==> config.mk <==
export PLATFORM = sky130hd
export DESIGN_NAME = obk_sort_cell
export DESIGN_NICKNAME = d
export VERILOG_FILES = /design/src/sv/obk_pkg.sv /design/src/sv/obk_sort_cell.sv
export SDC_FILE = /design/constraint.sdc
export NUM_CORES = 1
export LEC_CHECK = 0
export BUFFER_PORTS_ARGS = -buffer_cell sky130_fd_sc_hd__buf_2
export CAP_MARGIN = 30
export CORE_AREA = 3 3 151 153
export CTS_CLUSTER_SIZE = 10
export DETAILED_ROUTE_END_ITERATION = 16
export DIE_AREA = 0 0 154 156
export PLACE_DENSITY = 0.54
export SLEW_MARGIN = 20
export SYNTH_ARGS = -nofsm -noshare
export SYNTH_HDL_FRONTEND = slang
export SYNTH_SLANG_ARGS = --single-unit
export TNS_END_PERCENT = 10
==> constraint.sdc <==
create_clock -name clk -period 10.8 [get_ports clk]
set_input_delay 2.16 -clock clk [delete_from_list [all_inputs] [get_ports clk]]
set_output_delay 2.16 -clock clk [all_outputs]
set_load 0.01 [all_outputs]
==> src/sv/obk_pkg.sv <==
package obk_pkg;

  localparam int MAX_ORDERS  = 256;
  localparam int MAX_RESULTS = 16;
  localparam int IDX_W       = $clog2(MAX_ORDERS);
  localparam int CNT_W       = IDX_W + 1;
  localparam int SORT_DEPTH  = MAX_RESULTS + 1;
  localparam int RES_W       = $clog2(MAX_RESULTS + 1);

  typedef enum logic [1:0] {
    KIND_ADD    = 2'd0,
    KIND_REMOVE = 2'd1,
    KIND_UPDATE = 2'd2,
    KIND_MATCH  = 2'd3
  } kind_t;

  typedef enum logic [2:0] {
    ST_OK        = 3'd0,
    ST_DUPLICATE = 3'd1,
    ST_NOT_FOUND = 3'd2,
    ST_FULL      = 3'd3,
    ST_NO_MATCH  = 3'd4,
    ST_TRUNCATED = 3'd5
  } status_t;

  typedef struct packed {
    kind_t       kind;
    logic [31:0] order_id;
    logic [31:0] price;
    logic [31:0] quantity;
  } req_item_t;

  typedef struct packed {
    status_t     status;
    logic [31:0] match_order_id;
    logic [31:0] match_price;
    logic [31:0] match_quantity;
    logic        last;
  } rsp_item_t;

  typedef struct packed {
    logic        valid;
    logic [31:0] order_id;
    logic [31:0] price;
    logic [31:0] quantity;
  } entry_t;

  typedef enum logic [2:0] {
    BOOK_HOLD,
    BOOK_COMPARE,
    BOOK_ROTATE,
    BOOK_REMOVE,
    BOOK_UPDATE,
    BOOK_ADD
  } book_op_t;

  typedef struct packed {
    book_op_t         op;
    logic [IDX_W-1:0] sel;
    logic [31:0]      key_id;
    logic [31:0]      new_price;
    logic [31:0]      new_qty;
  } book_cmd_t;

  typedef enum logic [1:0] {
    SORT_HOLD,
    SORT_CLEAR,
    SORT_INSERT,
    SORT_POP
  } sort_op_t;

  typedef struct packed {
    sort_op_t op;
    logic     buy_side;
    entry_t   cand;
  } sort_cmd_t;

  typedef enum logic [2:0] {
    S_IDLE,
    S_SEARCH,
    S_LOCATE,
    S_APPLY,
    S_SCAN,
    S_EMIT
  } state_t;

endpackage

==> src/sv/obk_sort_cell.sv <==
module obk_sort_cell (
  input  logic               clk,
  input  logic               rst,
  input  obk_pkg::sort_cmd_t cmd,
  input  logic               lower_better,
  input  obk_pkg::entry_t    lower,
  input  obk_pkg::entry_t    upper,
  output obk_pkg::entry_t    entry,
  output logic               better
);
  import obk_pkg::*;

  logic        valid;
  logic [31:0] order_id;
  logic [31:0] price;
  logic [31:0] quantity;
  entry_t      take;
  logic        load;

  assign entry = '{valid: valid, order_id: order_id, price: price, quantity: quantity};

  // strictly better price wins; equal price stays behind, so older first
  assign better = cmd.cand.valid &&
                  (!valid || (cmd.buy_side ? (cmd.cand.price > price)
                                           : (cmd.cand.price < price)));

  always_comb begin
    take = cmd.cand;
    load = 1'b0;
    unique case (cmd.op)
      SORT_INSERT: begin
        load = better;
        take = lower_better ? lower : cmd.cand;
      end
      SORT_POP: begin
        load = 1'b1;
        take = upper;
      end
      default: ;
    endcase
  end

  always_ff @(posedge clk) begin
    if (rst) begin
      valid <= 1'b0;
    end else if (cmd.op == SORT_CLEAR) begin
      valid <= 1'b0;
    end else if (load) begin
      valid <= take.valid;
    end
  end

  always_ff @(posedge clk) begin
    if (load) begin
      order_id <= take.order_id;
      price    <= take.price;
      quantity <= take.quantity;
    end
  end

endmodule

==> flow_metrics.tcl <==
set metrics [dict create \
    path_class "in2out" \
    cp.depth 10 \
    max_cap_viol_count 0 \
    p_comb_share_pct 24.1 \
    row_count 54 \
    viasPerCell 4.89 \
    drt-initial-drc-count 296 \
    synth_edf_count 96 \
    powerDensity_mw_per_mm2 122 \
    num_vias 5462 \
    tns_ns 0 \
    syn_area_per_cell_um2 12.3 \
    multi_input_area_mm2 0.00248 \
    final-seq-area_mm2 0.00290 \
    final_common_cell "buf_2" \
    final_cell_mix "392 x buf_2, 191 x a22o_1, 96 x edfxtp_1" \
    cts_sinks 97 \
    start_util_pct 26.0 \
    die_y_um 156 \
    setup.worst_path.start_class "primary input" \
    max_slew.worst_pin.slew_ns 0.713 \
    cts-resized-gates 0 \
    crit_arrival_ns 4.47 \
    cp.required_ns 8.64 \
    hp-start "valid" \
    post-route-period-util_pct 61.4 \
    cts_tree "built" \
    layout.nets 1160 \
    async_flop_share_pct 0 \
    hold_path_depth 1 \
    dr.pass1.iters 4 \
    setup_viol 0 \
    maxSlewViolCount 0 \
    dieArea_mm2 0.0240 \
    status "finished, final reports clean" \
    critPathMaxFanout 3 \
    cts_max_level 3 \
    diodes 0 \
    r2r_cells 11 \
    rsz0062_at_grt "no" \
    cts_buffer_depth 2 \
    areaGrowthSynthToFinish_pct 46.1 \
    post_cts_buffers 0 \
    ioPinCount 395 \
    detail_route.wirelength_um 20100 \
    utilization_pct 38.0 \
    synthFlopType "edfxtp_1" \
    cts_buffers 9 \
    p_int_uw 729 \
    peakVddDrop_v 0.0000563 \
    grt_pass1_wl_um 29700 \
    r2r_start "price[14]" \
    fin_skew_ns 0.0128 \
    endpoint_kind "output port" \
    p_leak_nw 3.94 \
    synth_area_mm2 0.00565 \
    antenna_left 0 \
    core_area_mm2 0.0217 \
    crit_slowest_cell "or4_1" \
    grt_usage_pct 15.6 \
    swShare_pct 27.4 \
    dieWidth_um 154 \
    synth.distinct_cells 32 \
    finalPower_mw 1.00 \
    placed_area_mm2 0.00794 \
    grt_pass1_vias 5371 \
    clock_latency_ns 0.35 \
    drc 0 \
    seqPwrFrac_pct 45.8 \
    wl_per_cell_um 18.1 \
    worst-path-buf-inv 2 \
    place_ws_ns 4.14 \
    antenna_found_initial 1 \
    path_clk_slew_ns 0.06 \
    port_buffers 394 \
    yosysSeqAreaShare_pct 51.4 \
    place_congestion 0.762 \
    max_freq_mhz 151 \
    ys_warn_count 0 \
    syn_inst 460 \
    grt_max_degree 96 \
    p_sw_uw 275 \
    setup_slack_ns 4.17 \
    cts_hold_buf 0 \
    drive_gt1_share_pct 50.6 \
    dp_hpwl_um 15600 \
    cp_top_family "simple AND/OR/NAND/NOR gates" \
    cpPeakStageDelay_ns 0.59 \
    cts_root_buf "clkbuf_16" \
    synth_fp_nets 789 \
    stdcell_area_mm2 0.00825 \
    overflow 0 \
    n_fill_cell 2222 \
    crit_chain "buf_2 -> ha_1 -> nand4_1 -> or4_1 -> a21oi_1 -> o41ai_1 -> o211ai_1 -> mux2_4 -> a21boi_0 -> buf_2" \
    period_minus_slack_ns 6.63 \
    power_frac_clock_pct 30.1 \
    cp-startpoint "cmd[46]" \
    hold_path_class "reg2reg" \
    relSlewSlack_pct 52.4 \
    hold_violations 0 \
    path_common_cell "buf_2" \
    synth_seq_cells 97 \
]
-- path summary, 6_finish.rpt --
check	to	slack, ns
worst max register to register	price[12]	6.80
worst max-delay path	better	4.17
worst min-delay path	valid	0.60
worst min register to register	valid	0.60
-- through the flow --
| step | hold slack, ns | std cells |
|---|---|---|
| 6_report | 0.604 | 1116 |
| 5_1_grt | 0.638 | 1116 |
| 4_1_cts | 0.605 | 1114 |
| 3_5_place_dp | 0.595 | 1098 |
| 3_3_place_gp | 0.589 | 1096 |
| 2_1_floorplan | 0.527 | 460 |
-- power by group through the flow --
| stage | Combinational (mW) | Sequential, mW | Clock, mW |
|---|---|---|---|
| floorplan | 0.108 | 0.488 | 0 |
| global placement | 0.239 | 0.468 | 0 |
| detailed placement | 0.242 | 0.469 | 0 |
| CTS | 0.244 | 0.461 | 0.314 |
| global route | 0.267 | 0.463 | 0.329 |
| finish | 0.242 | 0.460 | 0.303 |
-- layout make-up --
class	instances	area share, %
tap	280	4.25
clock inverter	6	0.516
multi-input combinational	285	30.1
inverter	34	1.55
timing repair buffer	404	25.7
clock buffer	10	2.78
sequential	97	35.2
-- cells in the mapped netlist, types with 2 or more instances --
library cell,n,area (µm²)
o211ai_1,2,15.0
edfxtp_1,96,2880
o41ai_1,2,17.5
nand3_1,4,20.0
nand4_1,8,50.1
o21ai_0,3,15.0
nor2b_1,2,12.5
nand2_1,8,30.0
clkbuf_1,37,139
buf_1,6,22.5
a21boi_0,3,22.5
inv_1,34,128
a22o_1,191,1670
a21oi_1,14,70.1
ha_1,32,400
nor2_1,2,7.51
-- cells by family after synthesis --
kind of cell | Yosys count | synth area share (%)
multiplexers | 1 | 0.266
buffers and inverters | 78 | 5.25
flip-flops | 97 | 51.4
AND/OR/NAND/NOR | 29 | 2.79
adder cells (fa/ha/maj) | 32 | 7.09
AO/OA/AOI/OAI | 223 | 33.2
-- layer usage --
| metal | wire, µm | up-vias | GRT usage (%) |
|---|---|---|---|
| met5 | 13 | - | 0 |
| met4 | 376 | 2 | 5.00 |
| met3 | 1490 | 22 | 3.69 |
| met2 | 10000 | 239 | 27.2 |
| met1 | 8260 | 2558 | 19.0 |
| li1 | - | 2641 | - |
-- state kept, by name, summed over array words and instances (netlist names) --
| register | count |
|---|---|
| price | 32 |
| order_id | 32 |
| valid | 1 |
| quantity | 32 |
-- worst reg2reg max path: stages, from the launching register on --
cell      delay, ns
edfxtp_1       0.36
inv_1          0.05
ha_1           0.30
nand4_1        0.16
or4_1          0.59
a21oi_1        0.14
o41ai_1        0.12
o211ai_1       0.16
mux2_4         0.37
a31oi_4        0.18
buf_4          0.48
buf_4          0.67
(Power assumes the default switching activity.)
