[config.mk]
export PLATFORM = sky130hd
export DESIGN_NAME = obk_book_cell
export DESIGN_NICKNAME = d
export VERILOG_FILES = /design/src/sv/obk_pkg.sv /design/src/sv/obk_book_cell.sv
export SDC_FILE = /design/constraint.sdc
export NUM_CORES = 1
export LEC_CHECK = 0
export CORE_UTILIZATION = 24
export CTS_CLUSTER_DIAMETER = 100
export DETAILED_ROUTE_END_ITERATION = 8
export DONT_BUFFER_PORTS = 1
export PLACE_DENSITY = 0.45
export SLEW_MARGIN = 20
export SYNTH_ARGS = -nofsm -noshare
export SYNTH_HDL_FRONTEND = slang
export SYNTH_SLANG_ARGS = --single-unit
[constraint.sdc]
create_clock -name clk -period 6.52 [get_ports clk]
set_input_delay 0.326 -clock clk [delete_from_list [all_inputs] [get_ports clk]]
set_output_delay 0.326 -clock clk [all_outputs]
set_load 0.01 [all_outputs]
[src/sv/obk_pkg.sv]
package obk_pkg;

  localparam int MAX_ORDERS  = 256;
  localparam int MAX_RESULTS = 16;
  localparam int IDX_W       = $clog2(MAX_ORDERS);
  localparam int CNT_W       = IDX_W + 1;
  localparam int SORT_DEPTH  = MAX_RESULTS + 1;
  localparam int RES_W       = $clog2(MAX_RESULTS + 1);

  typedef enum logic [1:0] {
    KIND_ADD    = 2'd0,
    KIND_REMOVE = 2'd1,
    KIND_UPDATE = 2'd2,
    KIND_MATCH  = 2'd3
  } kind_t;

  typedef enum logic [2:0] {
    ST_OK        = 3'd0,
    ST_DUPLICATE = 3'd1,
    ST_NOT_FOUND = 3'd2,
    ST_FULL      = 3'd3,
    ST_NO_MATCH  = 3'd4,
    ST_TRUNCATED = 3'd5
  } status_t;

  typedef struct packed {
    kind_t       kind;
    logic [31:0] order_id;
    logic [31:0] price;
    logic [31:0] quantity;
  } req_item_t;

  typedef struct packed {
    status_t     status;
    logic [31:0] match_order_id;
    logic [31:0] match_price;
    logic [31:0] match_quantity;
    logic        last;
  } rsp_item_t;

  typedef struct packed {
    logic        valid;
    logic [31:0] order_id;
    logic [31:0] price;
    logic [31:0] quantity;
  } entry_t;

  typedef enum logic [2:0] {
    BOOK_HOLD,
    BOOK_COMPARE,
    BOOK_ROTATE,
    BOOK_REMOVE,
    BOOK_UPDATE,
    BOOK_ADD
  } book_op_t;

  typedef struct packed {
    book_op_t         op;
    logic [IDX_W-1:0] sel;
    logic [31:0]      key_id;
    logic [31:0]      new_price;
    logic [31:0]      new_qty;
  } book_cmd_t;

  typedef enum logic [1:0] {
    SORT_HOLD,
    SORT_CLEAR,
    SORT_INSERT,
    SORT_POP
  } sort_op_t;

  typedef struct packed {
    sort_op_t op;
    logic     buy_side;
    entry_t   cand;
  } sort_cmd_t;

  typedef enum logic [2:0] {
    S_IDLE,
    S_SEARCH,
    S_LOCATE,
    S_APPLY,
    S_SCAN,
    S_EMIT
  } state_t;

endpackage

[src/sv/obk_book_cell.sv]
module obk_book_cell (
  input  logic                     clk,
  input  logic                     rst,
  input  logic [obk_pkg::IDX_W-1:0] idx,
  input  obk_pkg::book_cmd_t       cmd,
  input  obk_pkg::entry_t          upper,
  output obk_pkg::entry_t          entry,
  output logic                     hit
);
  import obk_pkg::*;

  logic        valid;
  logic [31:0] order_id;
  logic [31:0] price;
  logic [31:0] quantity;

  assign entry = '{valid: valid, order_id: order_id, price: price, quantity: quantity};

  always_ff @(posedge clk) begin
    if (rst) begin
      valid <= 1'b0;
      hit   <= 1'b0;
    end else begin
      unique case (cmd.op)
        BOOK_COMPARE: hit <= valid && (order_id == cmd.key_id);
        BOOK_ROTATE:  valid <= upper.valid;
        BOOK_REMOVE:  if (idx >= cmd.sel) valid <= upper.valid;
        BOOK_ADD:     if (idx == cmd.sel) valid <= 1'b1;
        default: ;
      endcase
    end
  end

  // payload, no reset
  always_ff @(posedge clk) begin
    unique case (cmd.op)
      BOOK_ROTATE: begin
        order_id <= upper.order_id;
        price    <= upper.price;
        quantity <= upper.quantity;
      end
      BOOK_REMOVE: begin
        if (idx >= cmd.sel) begin
          order_id <= upper.order_id;
          price    <= upper.price;
          quantity <= upper.quantity;
        end
      end
      BOOK_UPDATE: if (idx == cmd.sel) quantity <= cmd.new_qty;
      BOOK_ADD: begin
        if (idx == cmd.sel) begin
          order_id <= cmd.key_id;
          price    <= cmd.new_price;
          quantity <= cmd.new_qty;
        end
      end
      default: ;
    endcase
  end

endmodule

==> reports/metrics.cfg, run 1 <==
[clock_network]
cts_resized = 0
cts_tree = done
clockBufferDepth = 2
cts.htree.levels = 3
cts_hold_buf = 0
cts.clk_slew.worst_paths_ns = 0.07
cts_root_buffer = clkbuf_16
postCtsSetupRepairBufs = 0
clkSinkCount = 98
numCtsBuffers = 9
clkLatencyLatePin_ns = 0.35

[sta]
period_share_pct = 43.9
maxSlewHeadroom_pct = 32.4
rsz0062_at_grt = false
fin_crit_ns = 2.86
fmax_mhz = 349
hold_viol = 0
setup-violations-final = 0
finClkSkew_ns = 0.00413
worstMarginPinSlew_ns = 1.01
drv_slew = 0
tns_ns = 0

[synth]
synth_top_area_share_pct = 60.3
synth_top_flop_cell = edfxtp_1
synth-edff-count = 96
yosysSeqAreaShare_pct = 61.1
synth_fp_nets = 520
syn_area_mm2 = 0.00478
avgSynthCellArea_um2 = 16.1
netlist_instances = 297
yosys.area.top_type = edfxtp_1
ys_types = 32
synth_common_cells = edfxtp_1, mux2_2, xnor2_1, inv_1, ha_1
synthTopCellsByArea = edfxtp_1, mux2_2, xnor2_1, ha_1, nand4_1
yosysWarnings = 0
async_reset_ff_share_pct = 0
ys_ff_latch = 98

[power_and_ir_drop]
ir_drop_uv = 122
pwr_density_cell_mw_per_mm2 = 281
p_total_mw = 1.51
leakage_nw = 1.74

[floorplan]
dieArea_mm2 = 0.0205
initial_utilization_pct = 24.5
core.rowCount = 51
core_region_area_mm2 = 0.0195
die_w_um = 143
die_h_um = 143
boundaryPins = 312

[setup_path]
start_kind = input port
r2r_end = hit
r2r_start = order_id[18]
reg2reg_depth = 5
critPathMaxFanout = 65
crit_chain = inv_1 -> nand3_4 -> o211ai_4 -> buf_4
crit_required_ns = 6.51
slowest_delay_ns = 1.12
reg2reg_slack_ns = 4.91
cp_slowest_cell = o211ai_4
arrival_ns = 2.85
endpoint_kind = flop
critPathKind = in2reg

[worst_hold_path]
hp-start = rst
min_delay_worst_endpoint = valid
min_path_cells = 2
worstHoldPathType = in2reg

[global_routing]
grtUsageTotal_pct = 10.9
antenna_found_initial = 0
grt_pass1_vias = 2693
grt_pass1_wl_mm = 15.8
grt-ovfl-total = 0
grt_max_degree = 66

[outcome]
outcome = completed

[placement]
place_area_mm2 = 0.00508
dp_hpwl_mm = 9.04
port_buffers = 0
routabilityCongestion = 0.709

[route]
wl_mm = 11.6
drc = 0
wl_per_cell_um = 20.4
via_count = 2521
drtIter0Drc = 40
vias_per_cell = 4.43
drt_pass1_iterations = 4
antenna_left = 0

[finish]
drive_gt1_share_pct = 39.1
insertedDiodeCount = 0
final_cell_area_mm2 = 0.00538
nets = 522
synthToLayoutAreaGrowth_pct = 12.5

[run]
maxCapViolations = 0

==> per-layer routing <==
| layer | vias to the layer above | share of wire (%) | track usage (%) |
|---|---|---|---|
| li1 | 1130 | - | - |
| met1 | 1202 | 35 | 11.0 |
| met2 | 182 | 53 | 20.0 |
| met3 | 7 | 10 | 4.53 |
| met4 | 0 | 1.1 | 3.74 |
| met5 | - | 0 | 0 |
==> report_power, final <==
| group | switching, mW | leakage [nW] | internal, mW |
|---|---|---|---|
| Combinational | 0.0621 | 0.684 | 0.0677 |
| Clock | 0.241 | 0.144 | 0.301 |
| Sequential | 0.0656 | 0.915 | 0.772 |
==> how the worst max path moves through the flow <==
stage              from      endpoint  cells past startpoint
2_1_floorplan   cmd[98]   order_id[0]                      6
3_3_place_gp   cmd[105]  order_id[15]                      4
3_5_place_dp   cmd[105]  order_id[20]                      4
4_1_cts        cmd[105]  order_id[26]                      4
5_1_grt        cmd[105]  order_id[26]                      4
6_report       cmd[105]  order_id[25]                      4
==> critical path: cells and delay by family <==
kind	cells	cell delay, ns
AO/OA/AOI/OAI	1	1.12
AND/OR/NAND/NOR	1	0.67
buffers and inverters	2	0.67
==> kinds of logic (layout without fill, tap and decap cells) <==
family	Yosys count	after routing	share of synthesized area [%]
DFF	98	98	61.1
xor gates and xnor gates	32	32	5.86
buffers and inverters	23	30	2.41
adders and majority gates	9	9	2.35
AOI/OAI and AO/OA	11	11	2.20
muxes	96	96	22.6
and+or+nand+nor	28	28	3.48
==> state kept, by name, indices dropped and copies added (netlist names) <==
signal    flops
quantity     32
hit           1
valid         1
order_id     32
price        32
==> metrics by stage <==
stage	hold WS, ns	setup slack (ns)	std cells	utilization (%)
after floorplan	0.480	3.19	297	-
after global placement	0.522	3.24	553	26.0
after detailed placement	0.525	3.15	553	26.0
after CTS	0.148	3.53	569	27.5
after global routing	0.153	3.34	569	27.5
final	0.164	3.66	569	27.5
==> placed cells by master, fill, tap and decap left out, drive strengths merged, types with 2 or more instances in the layout <==
cell    instances
inv            13
buf             3
ha              9
clkbuf         11
nand4           8
nor4            2
nand2           4
xnor2          28
o21ai           2
nor3            2
nor2            2
mux2           96
dfxtp           2
edfxtp         96
a21oi           2
o211a           2
xor2            4
nand3           2
clkinv          2
nand2b          2
==> final cells by class <==
cell class,count,area (µm²)
fillers,2010,14100
flip-flops and latches,98,2920
multi-input cells,176,1770
well taps,265,332
clock buffers,11,233
clock inverters,5,61.3
inverters,11,41.3
repair buffers,3,22.5
No activity file was read; power rests on OpenSTA's default activity.
==> run 2: changes to the inputs <==
Settings changed: PLACE_DENSITY 0.45 to 0.46.
Clock period 6.52 ns to 2.5 ns, I/O delays scaled along.
==> run 2 against run 1 <==
The run now fails in clock tree synthesis. Synthesized cell count unchanged. Synthesized area unchanged.
==> reports/metrics.cfg, run 2 <==
[floorplan]
die_h_um = 143
core.rowCount = 51
die_w_um = 143
initial_utilization_pct = 24.5
boundaryPins = 312

[synth]
synthAdderAreaFrac_pct = 2.35
syn_area_mm2 = 0.00478
ys_ff_latch = 98
synth_top_family_by_area = multiplexers
synth-simple-area-share_pct = 3.48
yosysSeqAreaShare_pct = 61.1
synth-compound-area-share_pct = 2.20
synth_top_area_share_pct = 60.3
ys_types = 32
synth-xor-area-share_pct = 5.86
avgSynthCellArea_um2 = 16.1
yosys.area.top_type = edfxtp_1
synth_fp_nets = 520
synth_top_flop_cell = edfxtp_1
async_reset_ff_share_pct = 0
synthTopCellsByArea = edfxtp_1, mux2_2, xnor2_1, ha_1, nand4_1
synthMuxAreaShare_pct = 22.6
netlist_instances = 297
synth_common_cells = edfxtp_1, mux2_2, xnor2_1, inv_1, ha_1
yosysWarnings = 0
synth-edff-count = 96

[outcome]
outcome = aborted with a tool error
failing_step = clock tree synthesis
tool.error = [ERROR RSZ-0060] Max buffer count reached.

[clock_network]
clkSinkCount = 98
cts_hold_buf = 115
cts.htree.levels = 3
postCtsSetupRepairBufs = 0
clockBufferDepth = 2
cts_resized = 0
numCtsBuffers = 9
cts_root_buffer = clkbuf_16

[placement]
port_buffers = 0
routabilityCongestion = 0.793
dp.cells = 555
place_area_mm2 = 0.00512
dp_hpwl_mm = 9.46

==> run 2: per-stage QoR <==
stage / hold slack [ns] / setup slack [ns]
floorplan: 0.302 / 0.00948
global placement: 0.314 / 0.398
detailed placement: 0.318 / 0.332
==> run 2: logic make-up after synthesis <==
family,count (synthesis)
DFF,98
muxes,96
xor gates and xnor gates,32
and+or+nand+nor,28
buffers and inverters,23
AOI/OAI and AO/OA,11
adders and majority gates,9
==> run 3: changes to the inputs <==
Settings changed: CORE_UTILIZATION 24 to 20, CTS_CLUSTER_DIAMETER 100 to unset, PLACE_DENSITY 0.46 to unset, PLACE_DENSITY_LB_ADDON set to 0.15.
Clock period 2.5 ns to 3.2 ns, I/O delays scaled along.
==> run 3 against run 2 <==
The flow now finishes without violations.
==> reports/metrics.cfg, run 3 (synthesis results as in run 1) <==
[outcome]
outcome = completed

[sta]
finClkSkew_ns = 0.0153
fin_crit_ns = 1.85
hold_viol = 0
tns_ns = 0
period_share_pct = 57.7
setup-violations-final = 0
worstMarginPinSlew_ns = 0.882
rsz0062_at_grt = false
drv_slew = 0
fmax_mhz = 542
maxSlewHeadroom_pct = 41.2

[global_routing]
grt_max_degree = 65
grtUsageTotal_pct = 9.35
grt_pass1_vias = 2710
grt-ovfl-total = 0
grt_pass1_wl_mm = 16.2
antenna_found_initial = 0

[finish]
top_regs = order_id: 32 flops, price: 32 flops, quantity: 32 flops
nets = 528
nFillCells = 2431
layout.cells.non_filler = 629
final_core_util_pct = 23.5
drive_gt1_share_pct = 39.0
synthToLayoutAreaGrowth_pct = 15.2
final_cell_mix = mux2_2, edfxtp_1, xnor2_1, inv_1
insertedDiodeCount = 0

[floorplan]
initial_utilization_pct = 20.4
die_w_um = 157
die_h_um = 157
core.rowCount = 56
core_region_area_mm2 = 0.0235
dieArea_mm2 = 0.0245
boundaryPins = 312

[power_and_ir_drop]
leakage_nw = 1.77
pwr_density_cell_mw_per_mm2 = 553
ir_drop_uv = 176

[route]
antenna_left = 0
drtIter0Drc = 156
wl_mm = 11.9
drt_pass1_iterations = 4
via_count = 2526
vias_per_cell = 4.02
drc = 0
wl_per_cell_um = 19.0

[clock_network]
cts.htree.levels = 3
clkSinkCount = 98
numCtsBuffers = 9
cts.clk_slew.worst_paths_ns = 0.08
cts_tree = done
clockBufferDepth = 2
cts_root_buffer = clkbuf_16
cts_hold_buf = 1
cts_resized = 0
clkLatencyLatePin_ns = 0.36
postCtsSetupRepairBufs = 0

[setup_path]
arrival_ns = 1.96
slowest_delay_ns = 0.65
start_kind = input port
endpoint_kind = flop
path_buf_inv = 3
critPathKind = in2reg
path_depth = 5
cp_slowest_cell = buf_4
crit_family = buffers and inverters
crit_chain = inv_1 -> nand3_4 -> buf_4 -> mux2_2 -> dlygate4sd3_1
critPathMaxFanout = 64
reg2reg_depth = 5
crit_required_ns = 3.31

[placement]
dp.cells = 609
routabilityCongestion = 0.721
port_buffers = 0
dp_hpwl_mm = 9.14

[worst_hold_path]
worstHoldPathType = in2reg
min_path_cells = 1

[run]
maxCapViolations = 0

[run 3: where the power goes]
part | internal (mW) | switching [mW]
Sequential | 1.57 | 0.133
Combinational | 0.146 | 0.128
Clock | 0.541 | 0.526
Total | 2.26 | 0.787
[run 3: final timing paths]
kind | startpoint | endpoint | slack [ns]
setup reg to reg | order_id[0] | hit | 1.48
hold reg to reg | hit | hit | 0.54
hold / removal | cmd[57] | price[25] | 0.02
setup / recovery | cmd[105] | price[22] | 1.35
[run 3: area by class of cell]
cell class | count | area, µm² | share of cell area (%)
inverters | 11 | 41.3 | 0.749
clock inverters | 6 | 50.0 | 0.908
repair buffers | 9 | 103 | 1.86
multi-input cells | 176 | 1770 | 32.1
clock buffers | 10 | 229 | 4.15
flip-flops and latches | 98 | 2920 | 53.0
well taps | 319 | 399 | 7.24
[run 3: worst register-to-register path, stage by stage (launching register included)]
cell and delay, ns:
edfxtp_1 0.46, xnor2_1 0.27, nand4_1 0.14, nor4_1 0.54, nand3_1 0.15, o21ai_0 0.09
[run 3: layer usage]
metal | up-vias | global-route usage, % | wire, µm
met5 | - | 0 | 0
met4 | 0 | 3.08 | 113
met3 | 6 | 4.96 | 1400
met2 | 191 | 16.7 | 6260
met1 | 1186 | 9.22 | 4160
li1 | 1143 | - | -
[run 3: through the flow]
stage	cell area, µm²	hold WS [ns]	power [mW]	setup WS (ns)
after global routing	5510	0.0000241	3.18	1.26
after floorplan	4780	0.337	1.93	0.0375
after global placement	5190	0.362	2.02	0.988
after CTS	5480	0.000474	3.11	1.35
after detailed placement	5190	0.360	2.01	0.969
final	5510	0.0201	3.05	1.35
==> run 4: changes to the inputs <==
Clock period 3.2 ns to 1.5 ns, I/O delays scaled along.
==> run 4 against run 3 <==
The flow now stops in clock tree synthesis. Synthesized area stayed put. Synthesized cell count did not move.
==> reports/metrics.cfg, run 4 <==
[clock_network]
cts.htree.levels = 3
clockBufferDepth = 2
clkSinkCount = 98
postCtsSetupRepairBufs = 0
numCtsBuffers = 9
cts_resized = 2
cts_hold_buf = 133
cts_root_buffer = clkbuf_16

[synth]
ys_ff_latch = 98
synth-edff-count = 96
synth_top_flop_cell = edfxtp_1
syn_area_mm2 = 0.00478
synth_common_cells = edfxtp_1, mux2_2, xnor2_1, inv_1, ha_1
avgSynthCellArea_um2 = 16.1
ys_types = 32
yosysWarnings = 0
yosys.area.top_type = edfxtp_1
yosysSeqAreaShare_pct = 61.1
synthTopCellsByArea = edfxtp_1, mux2_2, xnor2_1, ha_1, nand4_1
async_reset_ff_share_pct = 0
synth_top_area_share_pct = 60.3
synth_fp_nets = 520
netlist_instances = 297

[placement]
routabilityCongestion = 0.728
port_buffers = 0
dp_hpwl_mm = 9.36

[floorplan]
initial_utilization_pct = 20.4
boundaryPins = 312
die_h_um = 157
die_w_um = 157
core.rowCount = 56

[outcome]
failing_step = clock tree synthesis
outcome = aborted with a tool error
tool.error = [ERROR RSZ-0060] Max buffer count reached.

==> run 4: stage by stage <==
stage          area [µm²]  setup slack [ns]  hold slack, ns  cells
3_5_place_dp         5570            -0.250           0.268    644
3_3_place_gp         5570            -0.256           0.269    644
2_1_floorplan        4860            -0.868           0.252    297
==> run 4: cell families after synthesis <==
family / synth area share (%)
compound gates: 2.20
buf+inv: 2.41
xor+xnor: 5.86
flops: 61.1
mux: 22.6
simple gates: 3.48
fa+ha+maj: 2.35
